$ cat config.mk
export PLATFORM = sky130hd
export DESIGN_NAME = circular_queue_one_slot_open_top
export DESIGN_NICKNAME = d
export VERILOG_FILES = /design/src/sv/cq_pkg.sv /design/src/sv/cq_ram.sv /design/src/sv/cq_ctrl.sv /design/src/sv/cq_dpath.sv /design/src/sv/circular_queue_one_slot_open_top.sv
export SDC_FILE = /design/constraint.sdc
export NUM_CORES = 1
export LEC_CHECK = 0
export BUFFER_PORTS_ARGS = -buffer_cell sky130_fd_sc_hd__buf_2
export CAP_MARGIN = 25
export CORE_MARGIN = 2
export CORE_UTILIZATION = 60
export CTS_BUF_LIST = sky130_fd_sc_hd__clkbuf_2
export CTS_CLUSTER_SIZE = 25
export DETAILED_ROUTE_END_ITERATION = 8
export GPL_TIMING_DRIVEN = 0
export PLACE_DENSITY = 0.83
export REMOVE_ABC_BUFFERS = 1
export SLEW_MARGIN = 25
export SYNTH_ARGS = -nofsm -noshare
export SYNTH_HDL_FRONTEND = slang
export SYNTH_SLANG_ARGS = --single-unit
export TNS_END_PERCENT = 1
$ cat constraint.sdc
create_clock -name clock -period 6.1 [get_ports clock]
set_clock_uncertainty 0.2 [all_clocks]
set_input_delay 0.61 -clock clock [delete_from_list [all_inputs] [get_ports clock]]
set_output_delay 0.61 -clock clock [all_outputs]
set_load 0.01 [all_outputs]
$ cat src/sv/cq_pkg.sv
package cq_pkg;

   localparam int WORD_W   = 32;
   localparam int MODE_W   = 2;
   localparam int STATUS_W = 2;
   localparam int CSR_W    = 5;

   typedef enum logic [MODE_W-1:0] {
      MODE_ENQUEUE = 2'd0,
      MODE_DEQUEUE = 2'd1,
      MODE_PEEK    = 2'd2,
      MODE_NOP     = 2'd3
   } mode_type;

   typedef enum logic [STATUS_W-1:0] {
      STATUS_OK        = 2'd0,
      STATUS_OVERFLOW  = 2'd1,
      STATUS_UNDERFLOW = 2'd2,
      STATUS_RSVD      = 2'd3
   } status_type;

   typedef enum logic [1:0] {
      ST_IDLE,
      ST_EXEC,
      ST_FETCH
   } state_type;

   // controller to datapath
   typedef struct packed {
      logic load_req;  // capture the request transaction
      logic exec;      // update indices, write or read the store
      logic finish;    // present the response next cycle
      logic fetch;     // response data comes from the store
   } cmd_type;

   // datapath to controller
   typedef struct packed {
      logic needs_read;
   } stat_type;

endpackage

$ cat src/sv/cq_ram.sv
module cq_ram #(
   parameter int WIDTH = 32,
   parameter int DEPTH = 16
) (
   input  logic                     clock,
   input  logic                     we,
   input  logic [$clog2(DEPTH)-1:0] waddr,
   input  logic [WIDTH-1:0]         wdata,
   input  logic                     re,
   input  logic [$clog2(DEPTH)-1:0] raddr,
   output logic [WIDTH-1:0]         rdata_ff
);

   logic [WIDTH-1:0] mem_ff [DEPTH];

   always_ff @(posedge clock) begin
      if (we) begin
         mem_ff[waddr] <= wdata;
      end
      if (re) begin
         rdata_ff <= mem_ff[raddr];
      end
   end

endmodule

$ cat src/sv/cq_ctrl.sv
module cq_ctrl (
   input  logic             clock,
   input  logic             reset,
   input  logic             start,
   input  cq_pkg::stat_type stat,
   output cq_pkg::cmd_type  cmd,
   output logic             busy,
   output logic             csr_ready
);

   import cq_pkg::*;

   state_type state_ff;
   state_type state_in;

   always_ff @(posedge clock) begin
      if (reset) begin
         state_ff <= ST_IDLE;
      end else begin
         state_ff <= state_in;
      end
   end

   always_comb begin
      state_in = state_ff;
      unique case (state_ff)
         ST_IDLE: begin
            if (start) begin
               state_in = ST_EXEC;
            end
         end
         ST_EXEC: begin
            state_in = stat.needs_read ? ST_FETCH : ST_IDLE;
         end
         ST_FETCH: begin
            state_in = ST_IDLE;
         end
         default: begin
            state_in = ST_IDLE;
         end
      endcase
   end

   always_comb begin
      cmd       = '0;
      busy      = 1'b1;
      csr_ready = 1'b0;
      unique case (state_ff)
         ST_IDLE: begin
            busy         = 1'b0;
            csr_ready    = 1'b1;
            cmd.load_req = start;
         end
         ST_EXEC: begin
            cmd.exec   = 1'b1;
            cmd.finish = !stat.needs_read;
         end
         ST_FETCH: begin
            cmd.finish = 1'b1;
            cmd.fetch  = 1'b1;
         end
         default: begin
            busy = 1'b1;
         end
      endcase
   end

endmodule

$ cat src/sv/cq_dpath.sv
module cq_dpath #(
   parameter int DEPTH = 16
) (
   input  logic                              clock,
   input  logic                              reset,
   input  cq_pkg::cmd_type                   cmd,
   output cq_pkg::stat_type                  stat,
   input  logic [cq_pkg::MODE_W-1:0]         req_mode,
   input  logic signed [cq_pkg::WORD_W-1:0]  req_value,
   input  logic                              csr_write,
   input  logic [cq_pkg::CSR_W-1:0]          csr_capacity_in_use,
   output logic                              rsp_valid,
   output logic signed [cq_pkg::WORD_W-1:0]  rsp_data,
   output logic [cq_pkg::STATUS_W-1:0]       rsp_status,
   output logic                              rsp_full_flag,
   output logic                              rsp_empty_flag
);

   import cq_pkg::*;

   localparam int IDX_W     = $clog2(DEPTH);
   localparam int CAP_W     = $clog2(DEPTH + 1);
   localparam int CMP_W     = (CAP_W > CSR_W) ? CAP_W : CSR_W;
   localparam int CAP_RESET = (16 > DEPTH) ? DEPTH : 16;

   function automatic logic [IDX_W-1:0] next_index(input logic [IDX_W-1:0] idx,
                                                   input logic [CAP_W-1:0] cap);
      logic [CAP_W-1:0] n;
      n = CAP_W'(idx) + CAP_W'(1);
      return (n >= cap) ? '0 : IDX_W'(n);
   endfunction

   logic [CAP_W-1:0]  cap_ff, cap_in;
   logic [IDX_W-1:0]  head_ff, head_in;
   logic [IDX_W-1:0]  tail_ff, tail_in;
   mode_type          mode_ff;
   logic [WORD_W-1:0] value_ff;
   logic              valid_ff;
   logic [WORD_W-1:0] data_ff, data_in;
   status_type        status_ff, status_in;
   logic              full_ff, full_in;
   logic              empty_ff, empty_in;

   logic [CMP_W-1:0]  cap_req;
   logic [IDX_W-1:0]  head_next;
   logic [IDX_W-1:0]  tail_next;
   logic              is_empty;
   logic              is_full;
   logic              ram_we;
   logic [WORD_W-1:0] ram_rdata;

   assign head_next = next_index(head_ff, cap_ff);
   assign tail_next = next_index(tail_ff, cap_ff);
   assign is_empty  = (head_ff == tail_ff);
   assign is_full   = (tail_next == head_ff);

   assign stat.needs_read = ((mode_ff == MODE_DEQUEUE) || (mode_ff == MODE_PEEK)) && !is_empty;

   // clamp the written capacity into 2..DEPTH
   always_comb begin
      cap_req = CMP_W'(csr_capacity_in_use);
      priority if (cap_req < CMP_W'(2)) begin
         cap_in = CAP_W'(2);
      end else if (cap_req > CMP_W'(DEPTH)) begin
         cap_in = CAP_W'(DEPTH);
      end else begin
         cap_in = CAP_W'(cap_req);
      end
   end

   always_comb begin
      head_in   = head_ff;
      tail_in   = tail_ff;
      status_in = STATUS_OK;
      ram_we    = 1'b0;
      unique case (mode_ff)
         MODE_ENQUEUE: begin
            if (is_full) begin
               status_in = STATUS_OVERFLOW;
            end else begin
               tail_in = tail_next;
               ram_we  = cmd.exec;
            end
         end
         MODE_DEQUEUE: begin
            if (is_empty) begin
               status_in = STATUS_UNDERFLOW;
               head_in   = '0;
               tail_in   = '0;
            end else begin
               head_in = head_next;
            end
         end
         MODE_PEEK: begin
            if (is_empty) begin
               status_in = STATUS_UNDERFLOW;
            end
         end
         default: begin
            status_in = STATUS_OK;
         end
      endcase
      empty_in = (head_in == tail_in);
      full_in  = (next_index(tail_in, cap_ff) == head_in);
      data_in  = cmd.fetch ? ram_rdata : '0;
   end

   cq_ram #(
      .WIDTH (WORD_W),
      .DEPTH (DEPTH)
   ) u_ram (
      .clock    (clock),
      .we       (ram_we),
      .waddr    (tail_next),
      .wdata    (value_ff),
      .re       (cmd.exec),
      .raddr    (head_next),
      .rdata_ff (ram_rdata)
   );

   always_ff @(posedge clock) begin
      if (reset) begin
         cap_ff   <= CAP_W'(CAP_RESET);
         head_ff  <= '0;
         tail_ff  <= '0;
         valid_ff <= 1'b0;
      end else begin
         valid_ff <= cmd.finish;
         if (csr_write) begin
            // a capacity change empties the queue
            cap_ff  <= cap_in;
            head_ff <= '0;
            tail_ff <= '0;
         end else if (cmd.exec) begin
            head_ff <= head_in;
            tail_ff <= tail_in;
         end
      end
   end

   always_ff @(posedge clock) begin
      if (cmd.load_req) begin
         mode_ff  <= mode_type'(req_mode);
         value_ff <= req_value;
      end
      if (cmd.exec) begin
         status_ff <= status_in;
         full_ff   <= full_in;
         empty_ff  <= empty_in;
      end
      if (cmd.finish) begin
         data_ff <= data_in;
      end
   end

   assign rsp_valid      = valid_ff;
   assign rsp_data       = data_ff;
   assign rsp_status     = status_ff;
   assign rsp_full_flag  = full_ff;
   assign rsp_empty_flag = empty_ff;

endmodule

$ cat src/sv/circular_queue_one_slot_open_top.sv
// Ring-buffer FIFO of 32-bit words that keeps one slot open, so at most
// capacity_in_use - 1 words are held. A request transaction (enqueue,
// dequeue or peek) is taken when start is high and busy is low. Enqueue and
// any underflow or no-op request go through EXEC before the response;
// dequeue and peek of a non-empty queue add FETCH for the registered read
// of the slot store. The response is on the rsp_ ports for exactly one cycle
// with rsp_valid high and cannot be held off, so capture it then. Writing the
// capacity register (only while busy is low) clamps it to 2..DEPTH and
// empties the queue.
module circular_queue_one_slot_open_top #(
   parameter int DEPTH = 16
) (
   input  logic                              clock,
   input  logic                              reset,
   input  logic                              start,
   output logic                              busy,
   input  logic [cq_pkg::MODE_W-1:0]         req_mode,
   input  logic signed [cq_pkg::WORD_W-1:0]  req_value,
   output logic                              rsp_valid,
   output logic signed [cq_pkg::WORD_W-1:0]  rsp_data,
   output logic [cq_pkg::STATUS_W-1:0]       rsp_status,
   output logic                              rsp_full_flag,
   output logic                              rsp_empty_flag,
   input  logic                              csr_valid,
   output logic                              csr_ready,
   input  logic [cq_pkg::CSR_W-1:0]          csr_capacity_in_use
);

   import cq_pkg::*;

   cmd_type  cmd;
   stat_type stat;

   cq_ctrl u_ctrl (
      .clock     (clock),
      .reset     (reset),
      .start     (start),
      .stat      (stat),
      .cmd       (cmd),
      .busy      (busy),
      .csr_ready (csr_ready)
   );

   cq_dpath #(
      .DEPTH (DEPTH)
   ) u_dpath (
      .clock               (clock),
      .reset               (reset),
      .cmd                 (cmd),
      .stat                (stat),
      .req_mode            (req_mode),
      .req_value           (req_value),
      .csr_write           (csr_valid && csr_ready),
      .csr_capacity_in_use (csr_capacity_in_use),
      .rsp_valid           (rsp_valid),
      .rsp_data            (rsp_data),
      .rsp_status          (rsp_status),
      .rsp_full_flag       (rsp_full_flag),
      .rsp_empty_flag      (rsp_empty_flag)
   );

endmodule
* Word level (Yosys, flattened, before mapping)
Memory sizes are Yosys's and may differ from the RTL's. A register that Yosys moved wholly into a read port is not among the register bits.
Index checks and enable logic that the tools add are counted.
** Storage, ports and cells
- RAM bits :: 512
- Bits in registers :: 86
- Input bits :: 43
- Bits in latches :: 0
- Memories kept :: 1
- ROM bits :: 0
** Memory list
- u_dpath.u_ram.mem_ff :: depth 16, width 32, read ports 1, clocked after Yosys merged registers in 1, wr ports 1, line cq_ram.sv:14 : logic [WIDTH-1:0] mem_ff [DEPTH];
** Cells by class
- $mul :: 0
- $lt $le $gt $ge :: 5
- Muxes and demuxes :: 26
- $add $sub $neg :: 3
- Bitwise gates (word level) :: 0
- Reductions and logical operators :: 9
- Eq/ne operators :: 9
- Shifts and indexed selects :: 0
- Divide/modulo/power cells :: 0
** Operator list (count)
- $mux 4 :: 7
- $eq 4x4->1 :: 4
- $add 4x1->5 const B :: 3
- $ge 5x5->1 :: 3
- $mux 1 :: 10
- $mux 5 :: 2
- $pmux 2 s2 :: 2
- $pmux 4 s2 :: 1
- $mux 2 :: 3
- $gt 5x5->1 const B :: 1
- $lt 5x2->1 const B :: 1
- $eq 2x1->1 const B :: 2
- $eq 2x2->1 const B :: 2
- $logic_not 2->1 :: 2
- $reduce_or 2->1 :: 2
- $logic_and 1x1->1 :: 2
- $logic_not 1->1 :: 2
- $ne 2x2->1 const B :: 1
- $pmux 1 s2 :: 1
- $logic_or 1x1->1 :: 1

* Depth between registers and ports, before layout
- Word-level depth :: 10
- Depth in mapped cells :: 23
- Gate-level depth less buffers :: 22

* Modules after synthesis
Synthesis repeated with hierarchy kept, for this count alone.
** Unflattened totals
- Cells, all modules :: 1186
- Area, all modules :: 24370.9 um2
** By module, submodules not included
- cq_ram :: area each 20174.3 um2, cells each 838, instances 1, sequential area each 16335.7 um2
- cq_dpath :: area each 4026.4 um2, cells each 329, instances 1, sequential area each 2382.3 um2
- cq_ctrl :: area each 163.9 um2, cells each 18, instances 1, sequential area each 40.0 um2
- circular_queue_one_slot_open_top :: area each 6.3 um2, cells each 1, instances 1, sequential area each 0.0 um2

* Worst setup path before layout
Ideal clock, no wire load.
- Kind :: register -> register
- From :: register u_dpath.tail_ff[1]
- To :: register u_dpath.full_ff (netlist: u_dpath.rsp_full_flag) (data pin)
- Clock period less this slack :: 4.709 ns
- Path slack :: 1.391 ns
- Data arrival time :: 4.240 ns
- Setup time :: 0.269 ns
- Cell stages (with the launch flop) :: 21
- Cells stage by stage :: dfxtp_1 > ha_1 > xor2_4 > ha_1 > a211oi_2 > o221ai_4 > a21oi_2 > o32ai_4 > a31o_4 > a22oi_2 > inv_1 > ha_1 > xor2_1 > ha_1 > nor2b_1 > o21ai_0 > nand2b_1 > a21oi_1 > o21ai_0 > a22oi_1 > a41oi_2
** On the way
- Word-level cells in the longest chain between the ends :: 10
- Elaborated cells on any way between the ends :: 14
** Ends and longest elaborated chain
- start, declared :: line cq_dpath.sv:35 : logic [IDX_W-1:0] tail_ff, tail_in;
- start signal, assigned :: line cq_dpath.sv:136 : tail_ff <= tail_in;
- $add 4x1->5 :: line cq_dpath.sv:29 : n = CAP_W'(idx) + CAP_W'(1);
- $ge 5x5->1 :: line cq_dpath.sv:30 : return (n >= cap) ? '0 : IDX_W'(n);
- $mux 4 :: line cq_dpath.sv:30
- $eq 4x4->1 :: line cq_dpath.sv:55 : assign is_full = (tail_next == head_ff);
- $mux 4 :: line cq_dpath.sv:78 : if (is_full) begin
- $pmux 4 s2 * :: line cq_dpath.sv:76 : unique case (mode_ff)
- net u_dpath.tail_in[1] :: line cq_dpath.sv:35
- $add 4x1->5 * :: line cq_dpath.sv:29
- $ge 5x5->1 :: line cq_dpath.sv:30
- $mux 4 * :: line cq_dpath.sv:30
- $eq 4x4->1 * :: line cq_dpath.sv:104 : full_in = (next_index(tail_in, cap_ff) == head_in);
- net u_dpath.full_in :: line cq_dpath.sv:41 : logic full_ff, full_in;
- end signal, assigned :: line cq_dpath.sv:148 : full_ff <= full_in;
- end, declared :: line cq_dpath.sv:41
Mark *: on every way through the listed nets, which the timed path passes. The rest lies on a longest branch.
A chain may end at the register's enable or synchronous reset.

* Worst setup path in the final report
- From :: register u_dpath.tail_ff[0]
- To :: register u_dpath.full_ff (netlist: u_dpath.rsp_full_flag) (data pin)
Same word-level chain as after synthesis.

==> flow_summary.json <==
{
  "hold_class": "in -> reg",
  "final_nets": 1995,
  "grt_usage_pct": 27.3,
  "relSlewSlack_pct": 34.0,
  "synth_xor_area_share_pct": 0.590,
  "layout-drive-gt1-share_pct": 24.8,
  "dp.final_hpwl_um": 35300,
  "syn_avg_cell_area_sq_um": 15.3,
  "antenna_found_initial": 1,
  "num_vias": 15800,
  "ys_types": 68,
  "clk_pin_slew_ns": 0.09,
  "ys_warn_count": 0,
  "pre_cts_ws_ns": 0.389,
  "clock_path_buffers": 3,
  "worst_setup_path_end_kind": "flop",
  "place_area_sq_um": 27500,
  "status": "completed",
  "synthSimpleGateAreaFrac_pct": 10.1,
  "grt_overflow": 0,
  "setup_viol": 0,
  "post_cts_resized": 0,
  "grt_max_degree": 66,
  "cts-root-buf": "clkbuf_2",
  "clock.fmax_mhz": 172,
  "cp.required_ns": 6.76,
  "worstSkewPairLatency_ns": 1.11,
  "synth_top_family_by_area": "simple AND/OR/NAND/NOR gates",
  "yosys-top-cells-area": "edfxtp_1 (73%), nand2_1 (4.1%), mux4_2 (2.7%)",
  "synth_compound_area_share_pct": 4.64,
  "grt_pass1_vias": 16100,
  "netlist_area_sq_um": 25400,
  "max_slew.worst_pin.slew_ns": 0.986,
  "min_period_over_period_pct": 95.4,
  "cts_buffers": 151,
  "area_delta_synth_final_pct": 16.4,
  "ioPinCount": 82,
  "cp.arrival_ns": 6.47,
  "route.detailed.drc": 0,
  "hold_buffers": 80,
  "synth_top_area_share_pct": 72.5,
  "finalMaxSlewViolations": 0,
  "synth-edff-count": 614,
  "muxShareOfSynthArea_pct": 7.78,
  "grt_first_pass_wirelength_um": 89200,
  "clkSinkCount": 630,
  "htree_levels": 4,
  "fin_area_sq_um": 29600,
  "start_kind": "flop",
  "synth-adder-area-share_pct": 1.18,
  "p_leak_nw": 10.3,
  "fin_ws_ns": 0.282,
  "dr.first_iter.drc_count": 1804,
  "yosysMostFrequentCell": "edfxtp_1",
  "cts_tree": "yes",
  "setup_tns_ns": 0,
  "gp_congestion": 0.829,
  "grt_setup_unrepaired": "false",
  "async_flop_share_pct": 0,
  "via_per_inst": 6.12,
  "synth-seq-area-share_pct": 73.8,
  "synth_cells": 1666,
  "ir_drop_mv": 0.149,
  "wl_per_cell_um": 23.0,
  "io_buffers": 81,
  "power_density_nw_per_um2": 284,
  "critPathKind": "reg -> reg",
  "die_x_um": 210,
  "synth_flop_cell": "edfxtp_1",
  "finalWirelength_um": 59200,
  "cap_violations": 0,
  "dieArea_sq_um": 44000,
  "crit_fanout": 12,
  "rows": 75,
  "die_h_um": 210,
  "synth_common_cells": "edfxtp_1 (614), nand2_1 (277), nand3_1 (93)",
  "fp.coreArea_sq_um": 41900,
  "finalHoldViolations": 0,
  "drtPass1Iterations": 7,
  "synth_top_area_cell": "edfxtp_1",
  "ant_nets": 0,
  "postCtsSetupRepairBufs": 0,
  "synth_seq_cells": 630,
  "start_util_pct": 60.8,
  "fin_crit_ns": 5.82
}
-- through the flow --
step | hold WS (ns) | cells | total power [W] | util (%)
finish | 0.0830 | 2576 | 0.00839 | 70.7
global route | 0.0137 | 2576 | 0.00871 | 70.7
CTS | 0.00242 | 2575 | 0.00842 | 70.7
detailed placement | 0.280 | 2234 | 0.00582 | 65.7
global placement | 0.246 | 2188 | 0.00581 | 62.3
floorplan | 0.235 | 1568 | 0.00554 | -
-- layer usage --
layer  wire length, um  track usage (%)  vias to the layer above
met2             29800             45.6                      941
met3              5350             5.43                      200
met4              2320             14.2                        0
met1             21800             34.3                     7720
li1                  -                -                     6910
met5                 0                0                        -
-- area by class of cell --
| cell class | count | area, sq um |
|---|---|---|
| fillers | 2500 | 12200 |
| well taps | 539 | 674 |
| flip-flops and latches | 630 | 18800 |
| diodes | 1 | 2.50 |
| clock inverters | 43 | 214 |
| multi-input cells | 920 | 6390 |
| repair buffers | 207 | 2400 |
| inverters | 18 | 72.6 |
| clock buffers | 218 | 1090 |
-- critical path: stages (launching register included) --
cell and delay [ns]:
dfxtp_1 0.70, ha_1 0.41, xor2_4 0.28, ha_1 0.31
a211oi_2 0.28, o221ai_4 0.23, a21oi_2 0.22, o32ai_4 0.12
a31o_4 0.30, a22oi_2 0.43, inv_1 0.10, ha_1 0.21
xor2_1 0.31, ha_1 0.29, nor2b_1 0.13, o21ai_0 0.17
nand2b_1 0.09, a21oi_1 0.32, o21ai_0 0.15, a22oi_1 0.24
a41oi_2 0.06
-- power by group --
part           total [W]  switching [W]  leakage, nW  internal (W)
sequential       0.00493      0.0000819         5.66       0.00485
combinational   0.000843       0.000485         3.58      0.000358
clock            0.00262        0.00162         1.01       0.00100
-- state kept, by name, summed over array words and instances (netlist names) --
signal	count
u_dpath.cap_ff	5
u_dpath.rsp_full_flag	1
u_dpath.u_ram.rdata_ff	32
u_dpath.value_ff	32
u_ctrl.state_ff	2
u_dpath.tail_ff	4
u_dpath.rsp_status	2
u_dpath.rsp_empty_flag	1
u_dpath.rsp_data	32
u_dpath.u_ram.mem_ff	512
u_dpath.mode_ff	2
u_dpath.head_ff	4
u_dpath.rsp_valid	1
-- kinds of logic after synthesis --
group | count (synthesis)
flops | 630
mux | 150
simple gates | 552
compound gates | 179
xor+xnor | 15
fa+ha+maj | 24
buf+inv | 116
-- worst paths after layout --
check,slack [ns],end,depth (start not counted),startpoint
hold reg to reg,0.27,u_dpath.rsp_data[18],1,u_dpath.u_ram.rdata_ff[18]
setup reg to reg,0.28,u_dpath.rsp_full_flag,20,u_dpath.tail_ff[0]
hold / removal,0.08,u_dpath.value_ff[27],2,req_value[27]
setup / recovery,0.28,u_dpath.rsp_full_flag,20,u_dpath.tail_ff[0]
-- cells in the final DEF (no fill, tap or decap), types with 4 or more instances in the layout --
master           n
edfxtp_1       614
nand2_1        273
clkbuf_2       218
nand3_1         93
buf_2           81
dlygate4sd3_1   80
o21ai_0         64
a31oi_1         60
mux2i_1         60
mux2_2          57
and3_1          57
buf_16          38
and2_1          33
mux4_2          31
clkinv_1        28
nor2_1          25
ha_1            22
a21oi_1         18
nor2_4          18
inv_1           17
dfxtp_1         15
nor3_1          12
a211oi_1         8
xnor2_1          7
xor2_1           6
inv_2            6
buf_12           6
nor2b_1          5
nand2b_1         5
nor3b_1          4
nand2_4          4
No activity file was read; power rests on OpenSTA's default activity.
